**src/mexp_pkg.sv**
```systemverilog
`timescale 1ns / 1ps

package mexp_pkg;

  localparam int unsigned FIELD_WIDTH       = 32;
  localparam int unsigned OPERAND_WIDTH_DEF = 32;

  typedef struct packed {
    logic [FIELD_WIDTH-1:0] base_value;
    logic [FIELD_WIDTH-1:0] exponent;
    logic [FIELD_WIDTH-1:0] modulus;
  } mexp_in_t;

  typedef struct packed {
    logic [FIELD_WIDTH-1:0] power_result;
    logic                   modulus_error;
  } mexp_out_t;

  // control from the sequencer to the modular multiplier
  typedef struct packed {
    logic start;
  } mexp_mm_ctrl_t;

  // status back from the modular multiplier
  typedef struct packed {
    logic busy;
    logic done;
  } mexp_mm_stat_t;

  typedef enum logic [2:0] {
    ST_IDLE,
    ST_RED,
    ST_BIT,
    ST_MUL,
    ST_SQR,
    ST_DONE
  } mexp_state_t;

endpackage

```
**src/mexp_mmul.sv**
```systemverilog
`timescale 1ns / 1ps

// Bit-serial modular multiplier: (x * y) mod m, y scanned MSB first,
// one bit per cycle. Needs x < m, or x = 1 with m = 1.
module mexp_mmul #(
  parameter int unsigned OPERAND_WIDTH = mexp_pkg::OPERAND_WIDTH_DEF
) (
  input  logic                         clk,
  input  logic                         rst_n,
  input  mexp_pkg::mexp_mm_ctrl_t      ctrl,
  input  logic [OPERAND_WIDTH-1:0]     op_x,
  input  logic [OPERAND_WIDTH-1:0]     op_y,
  input  logic [OPERAND_WIDTH-1:0]     op_m,
  output mexp_pkg::mexp_mm_stat_t      stat,
  output logic [OPERAND_WIDTH-1:0]     product
);

  localparam int unsigned W     = OPERAND_WIDTH;
  localparam int unsigned CNT_W = $clog2(W + 1);

  logic [W-1:0]     acc_r, acc_nxt;
  logic [W-1:0]     x_r;
  logic [W-1:0]     y_r;
  logic [W-1:0]     m_r;
  logic [CNT_W-1:0] cnt_r;
  logic             busy_r;
  logic             done_r;

  logic [W:0] dbl, dbl_red, sum, addend;

  always_comb begin
    dbl     = {1'b0, acc_r} + {1'b0, acc_r};
    dbl_red = (dbl >= {1'b0, m_r}) ? (dbl - {1'b0, m_r}) : dbl;
    addend  = y_r[W-1] ? {1'b0, x_r} : '0;
    sum     = dbl_red + addend;
    acc_nxt = (sum >= {1'b0, m_r}) ? W'(sum - {1'b0, m_r}) : sum[W-1:0];
  end

  always_ff @(posedge clk) begin
    if (!rst_n) begin
      busy_r <= 1'b0;
      done_r <= 1'b0;
      cnt_r  <= '0;
    end else begin
      done_r <= 1'b0;
      if (ctrl.start) begin
        busy_r <= 1'b1;
        cnt_r  <= CNT_W'(W);
      end else if (busy_r) begin
        cnt_r <= cnt_r - CNT_W'(1);
        if (cnt_r == CNT_W'(1)) begin
          busy_r <= 1'b0;
          done_r <= 1'b1;
        end
      end
    end
  end

  always_ff @(posedge clk) begin
    if (ctrl.start) begin
      acc_r <= '0;
      x_r   <= op_x;
      y_r   <= op_y;
      m_r   <= op_m;
    end else if (busy_r) begin
      acc_r <= acc_nxt;
      y_r   <= {y_r[W-2:0], 1'b0};
    end
  end

  assign stat.busy = busy_r;
  assign stat.done = done_r;
  assign product   = acc_r;

endmodule

```
**src/modular_exponentiation.sv**
```systemverilog
`timescale 1ns / 1ps

// Channel | Ports                         | Carries
// in      | in_valid, in_ready, in_data   | base_value, exponent, modulus
// out     | out_valid, out_ready, out_data| power_result, modulus_error
//
// One request at a time. Every modular product is a bit-serial multiply in the
// shared multiplier, which sets the rate. A request runs a base reduction, then per
// exponent bit up to the highest set one a square, preceded by a multiply when the
// bit is set. A zero modulus skips the multiplier and goes straight to the finish
// step. Reset is synchronous, active low.
// A held result does not block the next request; only the finish step waits on out_ready.
module modular_exponentiation #(
  parameter int unsigned OPERAND_WIDTH = mexp_pkg::OPERAND_WIDTH_DEF
) (
  input  logic                clk,
  input  logic                rst_n,
  input  logic                in_valid,
  output logic                in_ready,
  input  mexp_pkg::mexp_in_t  in_data,
  output logic                out_valid,
  input  logic                out_ready,
  output mexp_pkg::mexp_out_t out_data
);

  localparam int unsigned W  = OPERAND_WIDTH;
  localparam int unsigned FW = mexp_pkg::FIELD_WIDTH;

  mexp_pkg::mexp_state_t   state_r, state_nxt;
  mexp_pkg::mexp_mm_ctrl_t mm_ctrl;
  mexp_pkg::mexp_mm_stat_t mm_stat;

  logic [W-1:0] mod_r, exp_r, result_r, square_r;
  logic         err_r;
  logic [W-1:0] op_x, op_y, op_m, product;
  logic         out_valid_r;
  mexp_pkg::mexp_out_t out_data_r;

  logic [W+FW-1:0] base_wide, exp_wide, mod_wide, res_wide;
  logic [W-1:0]    base_ext, exp_ext, mod_ext;
  logic            accept, load_out;

  // take the low W bits of each field, zero-filled when W exceeds the field
  assign base_wide = {{W{1'b0}}, in_data.base_value};
  assign exp_wide  = {{W{1'b0}}, in_data.exponent};
  assign mod_wide  = {{W{1'b0}}, in_data.modulus};
  assign base_ext  = base_wide[W-1:0];
  assign exp_ext   = exp_wide[W-1:0];
  assign mod_ext   = mod_wide[W-1:0];
  assign res_wide  = {{FW{1'b0}}, result_r};

  assign accept = in_valid && in_ready;

  // next state
  always_comb begin
    state_nxt = state_r;
    unique case (state_r)
      mexp_pkg::ST_IDLE: begin
        if (in_valid) begin
          state_nxt = (mod_ext == '0) ? mexp_pkg::ST_DONE : mexp_pkg::ST_RED;
        end
      end
      mexp_pkg::ST_RED: begin
        if (mm_stat.done) state_nxt = mexp_pkg::ST_BIT;
      end
      mexp_pkg::ST_BIT: begin
        priority if (exp_r == '0) state_nxt = mexp_pkg::ST_DONE;
        else if (exp_r[0])        state_nxt = mexp_pkg::ST_MUL;
        else                      state_nxt = mexp_pkg::ST_SQR;
      end
      mexp_pkg::ST_MUL: begin
        if (mm_stat.done) state_nxt = mexp_pkg::ST_SQR;
      end
      mexp_pkg::ST_SQR: begin
        if (mm_stat.done) state_nxt = mexp_pkg::ST_BIT;
      end
      mexp_pkg::ST_DONE: begin
        if (!out_valid_r || out_ready) state_nxt = mexp_pkg::ST_IDLE;
      end
      default: state_nxt = mexp_pkg::ST_IDLE;
    endcase
  end

  // outputs of the sequencer
  always_comb begin
    in_ready      = 1'b0;
    mm_ctrl.start = 1'b0;
    load_out      = 1'b0;
    op_x          = square_r;
    op_y          = square_r;
    op_m          = mod_r;
    unique case (state_r)
      mexp_pkg::ST_IDLE: begin
        in_ready      = 1'b1;
        // base mod m is 1 * base mod m through the multiplier
        mm_ctrl.start = in_valid && (mod_ext != '0);
        op_x          = W'(1);
        op_y          = base_ext;
        op_m          = mod_ext;
      end
      mexp_pkg::ST_BIT: begin
        mm_ctrl.start = (exp_r != '0);
        if (exp_r[0]) op_x = result_r;
        op_y          = square_r;
      end
      mexp_pkg::ST_MUL: begin
        mm_ctrl.start = mm_stat.done;
      end
      mexp_pkg::ST_DONE: begin
        load_out = !out_valid_r || out_ready;
      end
      mexp_pkg::ST_RED, mexp_pkg::ST_SQR: begin
      end
      default: begin
      end
    endcase
  end

  always_ff @(posedge clk) begin
    if (!rst_n) state_r <= mexp_pkg::ST_IDLE;
    else        state_r <= state_nxt;
  end

  always_ff @(posedge clk) begin
    if (accept) begin
      mod_r    <= mod_ext;
      exp_r    <= exp_ext;
      err_r    <= (mod_ext == '0);
      result_r <= '0;
    end else if (mm_stat.done) begin
      unique case (state_r)
        mexp_pkg::ST_RED: begin
          square_r <= product;
          result_r <= (mod_r == W'(1)) ? '0 : W'(1);
        end
        mexp_pkg::ST_MUL: result_r <= product;
        mexp_pkg::ST_SQR: begin
          square_r <= product;
          exp_r    <= exp_r >> 1;
        end
        default: begin
        end
      endcase
    end
  end

  always_ff @(posedge clk) begin
    if (!rst_n) begin
      out_valid_r <= 1'b0;
    end else if (load_out) begin
      out_valid_r <= 1'b1;
    end else if (out_ready) begin
      out_valid_r <= 1'b0;
    end
  end

  always_ff @(posedge clk) begin
    if (load_out) begin
      out_data_r.power_result  <= res_wide[FW-1:0];
      out_data_r.modulus_error <= err_r;
    end
  end

  assign out_valid = out_valid_r;
  assign out_data  = out_data_r;

  mexp_mmul #(
    .OPERAND_WIDTH(OPERAND_WIDTH)
  ) u_mmul (
    .clk    (clk),
    .rst_n  (rst_n),
    .ctrl   (mm_ctrl),
    .op_x   (op_x),
    .op_y   (op_y),
    .op_m   (op_m),
    .stat   (mm_stat),
    .product(product)
  );

  a_no_start_busy: assert property (@(posedge clk) disable iff (!rst_n)
    mm_ctrl.start |-> !mm_stat.busy)
    else $error("multiplier started while busy");

  a_err_zero: assert property (@(posedge clk) disable iff (!rst_n)
    (out_valid_r && out_data_r.modulus_error) |-> (out_data_r.power_result == '0))
    else $error("error result carries nonzero power");

  a_zero_mod_fast: assert property (@(posedge clk) disable iff (!rst_n)
    (accept && (mod_ext == '0)) |=> (state_r == mexp_pkg::ST_DONE))
    else $error("zero modulus did not finish at once");

  a_done_idle: assert property (@(posedge clk) disable iff (!rst_n)
    mm_stat.done |-> (state_r == mexp_pkg::ST_RED || state_r == mexp_pkg::ST_MUL ||
                      state_r == mexp_pkg::ST_SQR))
    else $error("multiplier finished outside a wait state");

endmodule
```
**config.mk**
```make
export PLATFORM = sky130hd
export DESIGN_NAME = modular_exponentiation
export DESIGN_NICKNAME = d
export VERILOG_FILES = /design/src/mexp_pkg.sv /design/src/mexp_mmul.sv /design/src/modular_exponentiation.sv
export SDC_FILE = /design/constraint.sdc
export NUM_CORES = 1
export LEC_CHECK = 0
export ABC_CLOCK_PERIOD_IN_PS = 8700
export BUFFER_PORTS_ARGS = -buffer_cell sky130_fd_sc_hd__buf_2
export CAP_MARGIN = 20
export CORE_ASPECT_RATIO = 1.5
export CORE_UTILIZATION = 55
export CTS_CLUSTER_DIAMETER = 60
export CTS_CLUSTER_SIZE = 24
export DETAILED_ROUTE_END_ITERATION = 8
export PLACE_DENSITY = 0.73
export RECOVER_POWER = 50
export SLEW_MARGIN = 20
export SYNTH_ARGS = -nofsm -noshare
export SYNTH_HDL_FRONTEND = slang
export SYNTH_HIERARCHICAL = 1
export SYNTH_SLANG_ARGS = --single-unit
```
**constraint.sdc**
```tcl
create_clock -name clk -period 8.7 [get_ports clk]
set_input_delay 1.305 -clock clk [delete_from_list [all_inputs] [get_ports clk]]
set_output_delay 1.305 -clock clk [all_outputs]
set_load 0.05 [all_outputs]
```
==> flow_summary.html, run 1 <==
<table>
<tr><th>Metric</th><th>Value</th></tr>
<tr><th colspan="2">CTS</th></tr>
<tr><td>Post-cts hold buffer count</td><td>0</td></tr>
<tr><td>Clock Tree Root</td><td>clkbuf_16</td></tr>
<tr><td>Clock Latency Late Sink</td><td>roughly 0.55 ns</td></tr>
<tr><td>Clock transition at path regs</td><td>0.09 ns</td></tr>
<tr><td>Inserted Clock Buffers</td><td>21</td></tr>
<tr><td>CTS tree</td><td>built</td></tr>
<tr><td>CTS sink cnt</td><td>between 300 and 400</td></tr>
<tr><td>Post-CTS Setup Inserts</td><td>0</td></tr>
<tr><td>CTS H-tree depth</td><td>1</td></tr>
<tr><td>Maximum clock insertion buffer count</td><td>3</td></tr>
<tr><td>Post-cts sizing count</td><td>0</td></tr>
<tr><th colspan="2">Detailed routing</th></tr>
<tr><td>Iteration-0 DRC count of the detailed router</td><td>960</td></tr>
<tr><td>Detailed-route wire length on metal 1</td><td>about 20000 um</td></tr>
<tr><td>Detail Route met2 WL</td><td>22700 um</td></tr>
<tr><td>Number of vias after detailed routing</td><td>approximately 14000</td></tr>
<tr><td>Per-cell routed wire length</td><td>around 20 um</td></tr>
<tr><td>Amount of wire on met3 after detailed routing</td><td>between 2000 and 2500 um</td></tr>
<tr><td>Antenna Violating Nets Remaining</td><td>0</td></tr>
<tr><td>Top layer used by detailed routing</td><td>met4</td></tr>
<tr><td>Total DRC errors in the routed layout</td><td>0</td></tr>
<tr><td>Number of iterations in the first detailed-routing pass</td><td>6</td></tr>
<tr><td>Total wirelength of the detailed-routed design</td><td>47100 um</td></tr>
<tr><td>Detailed-route vias per instance</td><td>approximately 6.1</td></tr>
<tr><th colspan="2">Worst setup path</th></tr>
<tr><td>Crit. End Element</td><td>flip-flop</td></tr>
<tr><td>CP Class</td><td>reg2reg</td></tr>
<tr><td>Critical Path Source Type</td><td>flip-flop</td></tr>
<tr><td>Largest stage delay, worst path</td><td>0.45 ns</td></tr>
<tr><td>Critical path's slowest cell</td><td>nor4_4</td></tr>
<tr><td>Arrival time reported for the critical path endpoint</td><td>roughly 8.5 ns</td></tr>
<tr><td>Maximum fanout count along the critical path</td><td>31</td></tr>
<tr><td>Worst Path Required</td><td>9.14 ns</td></tr>
<tr><th colspan="2">Timing</th></tr>
<tr><td>Setup-violating endpoint count in the final report</td><td>0</td></tr>
<tr><td>Part of the cycle the worst path needs</td><td>93.0%</td></tr>
<tr><td>Hold_ws</td><td>between 0.4 and 0.5 ns</td></tr>
<tr><td>Setup repair after global routing missed its margin</td><td>false</td></tr>
<tr><td>Time the worst path needs with I/O delays and setup</td><td>8.09 ns</td></tr>
<tr><td>Number of failing hold endpoints at the final stage</td><td>0</td></tr>
<tr><td>Final Max Slew Viols</td><td>approximately 220</td></tr>
<tr><td>Transition time at the pin with the least slew margin</td><td>around 3.5 ns</td></tr>
<tr><td>Clock tree skew after final layout</td><td>0.0222 ns</td></tr>
<tr><td>Rel. slew slack</td><td>-134%</td></tr>
<tr><td>Highest Clock Rate</td><td>124 MHz</td></tr>
<tr><td>Sum of negative setup slack</td><td>0 ns</td></tr>
<tr><th colspan="2">Cells and area</th></tr>
<tr><td>Area of all placed cells without fillers</td><td>about 20000 um^2</td></tr>
<tr><td>Diode count</td><td>0</td></tr>
<tr><td>Area overhead of the layout relative to synthesis</td><td>8.77%</td></tr>
<tr><td>Fraction of layout instances using a drive strength above 1</td><td>between 10% and 20%</td></tr>
<tr><td>Final #Nets</td><td>2077</td></tr>
<tr><th colspan="2">Floorplan</th></tr>
<tr><td>Y dimension of the die</td><td>about 220 um</td></tr>
<tr><td>Ports placed on the boundary</td><td>about 140</td></tr>
<tr><td>Core area</td><td>~32000 um^2</td></tr>
<tr><td>Full die area</td><td>33500 um^2</td></tr>
<tr><td>Initial Utilization</td><td>a little under three fifths</td></tr>
<tr><td>Die Wd</td><td>~150 um</td></tr>
<tr><td>Std cell rows</td><td>80</td></tr>
<tr><th colspan="2">Place</th></tr>
<tr><td>Post-place instance area</td><td>19000 um^2</td></tr>
<tr><td>Last weighted congestion value of the routability-driven placer</td><td>~0.96</td></tr>
<tr><td>Half-perimeter wire length after detailed placement</td><td>about 36000 um</td></tr>
<tr><td>Count of buffers inserted at the top-level ports</td><td>134</td></tr>
<tr><th colspan="2">Synthesis</th></tr>
<tr><td>Count of yosys warnings during synthesis</td><td>6</td></tr>
<tr><td>Cell count after synthesis</td><td>1778</td></tr>
<tr><td>Average instance area after synthesis</td><td>10.1 um^2</td></tr>
<tr><td>Cell area after synthesis</td><td>18000 um^2</td></tr>
<tr><td>Number of nets in the synthesized netlist</td><td>around 2000</td></tr>
<tr><th colspan="2">Outcome</th></tr>
<tr><td>Failing checks</td><td>max-capacitance violations, max-slew violations</td></tr>
<tr><td>Run status</td><td>finished, violations left</td></tr>
<tr><th colspan="2">Global routing</th></tr>
<tr><td>Number of global-route vias before repair</td><td>approximately 14000</td></tr>
<tr><td>Antenna violations before repair</td><td>0</td></tr>
<tr><td>First-pass GRT wire length</td><td>72900 um</td></tr>
<tr><td>Largest net degree at the start of global routing</td><td>between 100 and 150</td></tr>
<tr><td>Residual overflow from global routing</td><td>0</td></tr>
<tr><td>Overall global routing resource usage</td><td>28.1%</td></tr>
<tr><th colspan="2">Flow run</th></tr>
<tr><td>Total of max-cap violations</td><td>5</td></tr>
<tr><th colspan="2">Hold path</th></tr>
<tr><td>Class of the worst hold path</td><td>reg2reg</td></tr>
</table>
==> metal layers <==
layer / global-route usage [%] / vias to the layer above
met5: 0 / -
met3: 2.32 / 114
met2: 47.5 / 467
met1: 36.2 / 6639
li1: - / 6744
met4: 13.6 / 0
==> state kept, by name (all words and copies together), names as in the netlist <==
| name | flops |
|---|---|
| u_mmul/cnt_r | 6 |
| u_mmul/x_r | 32 |
| u_mmul/busy_r | 1 |
| u_mmul/product | 32 |
| result_r | 32 |
| square_r | 32 |
| exp_r | 32 |
| u_mmul/m_r | 32 |
| err_r | 1 |
| out_valid | 1 |
| mod_r | 32 |
| u_mmul/done_r | 1 |
| u_mmul/y_r | 32 |
| out_data | 33 |
| state_r | 3 |
==> per-stage QoR <==
| stage | instances | worst slack (ns) | util (%) |
|---|---|---|---|
| after CTS | 2300 | 0.692 | 61.5 |
| after global placement | 2263 | 0.815 | 59.4 |
| final | 2300 | 0.609 | 61.3 |
| after floorplan | 1778 | 1.69 | - |
| after global routing | 2300 | 0.120 | 61.3 |
| after detailed placement | 2263 | 0.717 | 59.4 |
==> cells in the final DEF (no fill, tap or decap), types with 6 or more instances in the layout <==
master,instances
edfxtp_1,226
nand2_1,180
a21oi_1,145
nor2_1,107
o21ai_0,102
ha_1,98
inv_1,94
buf_2,85
mux2_2,75
dfxtp_1,75
xnor2_1,61
clkbuf_1,57
nand3_1,50
a21o_1,45
and2_1,41
a22o_1,32
mux2_1,28
nor4_1,26
xor2_1,26
nand2b_1,22
clkbuf_16,21
nor3_1,20
nand4_1,17
and3_1,17
a31oi_1,16
mux2i_1,15
buf_4,14
a211oi_1,14
o21a_1,14
o211ai_1,12
o21ai_1,12
nor2b_1,11
o21bai_1,11
a311oi_1,9
a21boi_0,6
a211o_1,6
==> final timing paths <==
kind | from | to | slack [ns] | cells past startpoint
worst max-delay path | u_mmul/product[2] | u_mmul/product[27] | 0.61 | 29
worst min-delay path | err_r | out_data[0] | 0.42 | 0
worst min register to register | err_r | out_data[0] | 0.42 | 0
worst max register to register | u_mmul/product[2] | u_mmul/product[27] | 0.61 | 29
==> critical path, delay by kind of cell (launching register included) <==
kind | cells | cell delay [ns]
DFF | 1 | 0.40
AOI/OAI and AO/OA | 14 | 3.49
buffers and inverters | 1 | 0.30
adders and majority gates | 3 | 1.09
and+or+nand+nor | 8 | 1.88
xor gates and xnor gates | 1 | 0.27
muxes | 2 | 0.55
==> layout make-up <==
type / count / area, um^2
Fill cell: 2762 / 12400
Multi-Input combinational cell: 1302 / 8990
Sequential cell: 302 / 8310
Timing Repair Buffer: 153 / 749
Clock buffer: 25 / 541
Tap cell: 410 / 513
Inverter: 96 / 362
Clock inverter: 12 / 154
Power of run 1 is left out: the tool's default activity adds up to more than one toggle a clock period on the data nets, which glitch-free logic cannot reach.
==> run 2, diff against run 1 <==
--- a/config.mk
+++ b/config.mk
@@ -6,7 +6,7 @@
 export NUM_CORES = 1
 export LEC_CHECK = 0
 export ABC_CLOCK_PERIOD_IN_PS = 8700
-export BUFFER_PORTS_ARGS = -buffer_cell sky130_fd_sc_hd__buf_2
+export BUFFER_PORTS_ARGS = -buffer_cell sky130_fd_sc_hd__buf_4
 export CAP_MARGIN = 20
 export CORE_ASPECT_RATIO = 1.5
 export CORE_UTILIZATION = 55
@@ -15,6 +15,7 @@
 export DETAILED_ROUTE_END_ITERATION = 8
 export PLACE_DENSITY = 0.73
 export RECOVER_POWER = 50
+export REMOVE_ABC_BUFFERS = 1
 export SLEW_MARGIN = 20
 export SYNTH_ARGS = -nofsm -noshare
 export SYNTH_HDL_FRONTEND = slang
==> run 2 against run 1 <==
Effect of this change:
- the flow still finishes with violations (max-capacitance violations, max-slew violations)
- sequential share of layout area is 0.86 points lower
- die area stayed put
- global-route usage is 3.6 points higher
- non-clock buffer count is 16 higher
- sequential cell count stayed put
- setup slack worse by 0.16 ns
- cell count is 0.91% higher
- fmax is 1.9% lower
- design area is 2.0% higher
- highest routed layer unchanged
==> flow_summary.html, run 2 (synthesis results as in run 1) <==
<table>
<tr><th>Metric</th><th>Value</th></tr>
<tr><th colspan="2">Outcome</th></tr>
<tr><td>Run status</td><td>finished, violations left</td></tr>
<tr><td>Failing checks</td><td>max-capacitance violations, max-slew violations</td></tr>
<tr><th colspan="2">Worst setup path</th></tr>
<tr><td>Reg-to-reg critical path endpoint</td><td>u_mmul/product[31]</td></tr>
<tr><td>Critical Path Source Type</td><td>flip-flop</td></tr>
<tr><td>R2r worst-path depth</td><td>32 (+10%)</td></tr>
<tr><td>Maximum fanout count along the critical path</td><td>15 (-52%)</td></tr>
<tr><td>Arrival time reported for the critical path endpoint</td><td>8.71 ns (+0.18 ns)</td></tr>
<tr><td>Critical path's slowest cell</td><td>fa_1</td></tr>
<tr><td>Reg2reg start</td><td>u_mmul/m_r[23]</td></tr>
<tr><td>Worst Path Required</td><td>9.16 ns (+0.02 ns)</td></tr>
<tr><td>Largest stage delay, worst path</td><td>0.45 ns (about the same)</td></tr>
<tr><td>CP Class</td><td>reg2reg</td></tr>
<tr><td>FF-to-FF setup slack</td><td>0.45 ns (-0.16 ns)</td></tr>
<tr><td>Crit. End Element</td><td>flip-flop</td></tr>
<tr><th colspan="2">CTS</th></tr>
<tr><td>CTS H-tree depth</td><td>1 (unchanged)</td></tr>
<tr><td>CTS tree</td><td>built</td></tr>
<tr><td>Maximum clock insertion buffer count</td><td>3 (unchanged)</td></tr>
<tr><td>CTS sink cnt</td><td>302 (unchanged)</td></tr>
<tr><td>Clock Latency Late Sink</td><td>0.57 ns (+0.02 ns)</td></tr>
<tr><td>Clock Tree Root</td><td>clkbuf_16</td></tr>
<tr><td>Clock transition at path regs</td><td>0.09 ns (about the same)</td></tr>
<tr><td>Post-cts hold buffer count</td><td>0 (unchanged)</td></tr>
<tr><td>Inserted Clock Buffers</td><td>22 (+4.8%)</td></tr>
<tr><th colspan="2">Floorplan</th></tr>
<tr><td>Ports placed on the boundary</td><td>135 (unchanged)</td></tr>
<tr><td>Core area</td><td>32000 um^2 (unchanged)</td></tr>
<tr><td>Std cell rows</td><td>80 (unchanged)</td></tr>
<tr><td>Die Wd</td><td>150 um (unchanged)</td></tr>
<tr><td>Full die area</td><td>33500 um^2 (unchanged)</td></tr>
<tr><td>Initial Utilization</td><td>56.3% (unchanged)</td></tr>
<tr><td>Y dimension of the die</td><td>224 um (unchanged)</td></tr>
<tr><th colspan="2">Detailed routing</th></tr>
<tr><td>Iteration-0 DRC count of the detailed router</td><td>984 (+2.5%)</td></tr>
<tr><td>Detailed-route vias per instance</td><td>6.17 (+1.6%)</td></tr>
<tr><td>Number of vias after detailed routing</td><td>14300 (+2.5%)</td></tr>
<tr><td>Total wirelength of the detailed-routed design</td><td>53100 um (+13%)</td></tr>
<tr><td>Number of iterations in the first detailed-routing pass</td><td>6 (unchanged)</td></tr>
<tr><td>Per-cell routed wire length</td><td>22.9 um (+12%)</td></tr>
<tr><td>Antenna Violating Nets Remaining</td><td>0 (unchanged)</td></tr>
<tr><td>Total DRC errors in the routed layout</td><td>0 (unchanged)</td></tr>
<tr><th colspan="2">Place</th></tr>
<tr><td>Post-place instance area</td><td>19500 um^2 (+2.4%)</td></tr>
<tr><td>Half-perimeter wire length after detailed placement</td><td>38100 um (+7.0%)</td></tr>
<tr><td>Cell count after placement</td><td>2276 (+0.57%)</td></tr>
<tr><td>Count of buffers inserted at the top-level ports</td><td>134 (unchanged)</td></tr>
<tr><td>Last weighted congestion value of the routability-driven placer</td><td>0.974 (+1.7%)</td></tr>
<tr><th colspan="2">Timing</th></tr>
<tr><td>Final Max Slew Viols</td><td>270 (+26%)</td></tr>
<tr><td>Time the worst path needs with I/O delays and setup</td><td>8.25 ns (+0.157 ns)</td></tr>
<tr><td>Setup repair after global routing missed its margin</td><td>false</td></tr>
<tr><td>Setup-violating endpoint count in the final report</td><td>0 (unchanged)</td></tr>
<tr><td>Clock tree skew after final layout</td><td>0.0254 ns (+0.00319 ns)</td></tr>
<tr><td>Highest Clock Rate</td><td>121 MHz (-1.9%)</td></tr>
<tr><td>Transition time at the pin with the least slew margin</td><td>3.49 ns (-0.0198 ns)</td></tr>
<tr><td>Rel. slew slack</td><td>-132% (+1.3 points)</td></tr>
<tr><td>Number of failing hold endpoints at the final stage</td><td>0 (unchanged)</td></tr>
<tr><td>Part of the cycle the worst path needs</td><td>94.8% (+1.8 points)</td></tr>
<tr><th colspan="2">Hold path</th></tr>
<tr><td>Hold Crit Depth</td><td>0 (unchanged)</td></tr>
<tr><td>Hold_sp</td><td>err_r</td></tr>
<tr><td>Class of the worst hold path</td><td>reg2reg</td></tr>
<tr><td>Worst Hold Endpoint</td><td>out_data[0]</td></tr>
<tr><th colspan="2">Cells and area</th></tr>
<tr><td>Most common cell after layout, fill and taps aside</td><td>edfxtp_1</td></tr>
<tr><td>Number of flip-flops under the largest register name</td><td>33 (unchanged)</td></tr>
<tr><td>Area overhead of the layout relative to synthesis</td><td>11.0%</td></tr>
<tr><td>Area of all placed cells without fillers</td><td>20000 um^2 (+2.0%)</td></tr>
<tr><td>Final #Nets</td><td>2095 (+0.87%)</td></tr>
<tr><td>Fraction of layout instances using a drive strength above 1</td><td>12.4% (-0.34 points)</td></tr>
<tr><td>Most frequent cells in the layout</td><td>edfxtp_1, nand2_1, a21oi_1</td></tr>
<tr><td>Core occupancy in the finished layout</td><td>62.5% (+1.3 points)</td></tr>
<tr><td>Cell Count, Final, Fillers Out</td><td>2321 (+0.91%)</td></tr>
<tr><th colspan="2">Flow run</th></tr>
<tr><td>Total of max-cap violations</td><td>6 (+1)</td></tr>
<tr><th colspan="2">Global routing</th></tr>
<tr><td>Antenna violations before repair</td><td>2 (+2)</td></tr>
<tr><td>Number of global-route vias before repair</td><td>14500 (+7.4%)</td></tr>
<tr><td>Largest net degree at the start of global routing</td><td>122 (unchanged)</td></tr>
<tr><td>Residual overflow from global routing</td><td>0 (unchanged)</td></tr>
<tr><td>First-pass GRT wire length</td><td>80500 um (+10%)</td></tr>
<tr><td>Overall global routing resource usage</td><td>31.8% (+3.6 points)</td></tr>
</table>
==> run 2: cell types whose count changed in the layout (fill, tap and decap cells not counted), moves of 2 or more <==
cell,before,now
buf_2,85,0
buf_4,14,91
clkbuf_1,57,79
clkinv_2,3,0
inv_8,0,3
mux2_1,28,31
mux2_2,75,72
clkinv_16,0,2
clkinv_8,3,1
==> run 2: worst max-delay path by stage <==
stage | start | endpoint | cells past startpoint
floorplan | state_r[1] | u_mmul/y_r[0] | 5
global placement | u_mmul/m_r[11] | u_mmul/product[1] | 32
detailed placement | u_mmul/m_r[22] | u_mmul/product[31] | 30
CTS | u_mmul/m_r[11] | u_mmul/product[28] | 32
global route | u_mmul/m_r[10] | u_mmul/product[31] | 31
finish | u_mmul/m_r[23] | u_mmul/product[31] | 32
==> run 2: area by class of cell <==
class / count / area, um^2
antenna: 1 / 2.50
clock buffer: 27 / 579
clock inverter: 13 / 230
fill: 2770 / 12000
inverter: 96 / 362
multi-input combinational: 1303 / 9020
sequential: 302 / 8310
tap: 410 / 513
timing repair buffer: 169 / 1010
==> run 2: critical path, delay by kind of cell (launching register included) <==
family / cells / cell delay [ns]
compound gates: 17 / 4.37
xor+xnor: 1 / 0.29
fa+ha+maj: 3 / 1.07
buf+inv: 3 / 0.37
flops: 1 / 0.36
simple gates: 8 / 1.69
==> run 2: metal layers <==
metal,vias up,GRT usage [%],routed length [um]
met5,-,0,0
met4,0,13.8,2420
met3,118,3.52,2760
met2,495,57.5,27200
met1,6924,37.4,20800
li1,6779,-,-
==> run 2: stage by stage <==
step | worst slack [ns] | setup TNS [ns] | hold slack, ns
2_1_floorplan | -3.21 | -254.97 | 0.400
5_1_grt | 0.0588 | 0 | 0.433
4_1_cts | 0.0351 | 0 | 0.432
6_report | 0.452 | 0 | 0.429
3_3_place_gp | 0.0579 | 0 | 0.403
3_5_place_dp | 0.129 | 0 | 0.410
==> run 2: timing repair <==
item                       in CTS  in global routing
setup buffers                   0                  1
setup endpoints to repair       0                 26
gates resized for setup         0                  2
Power of run 2 is left out for the same reason.
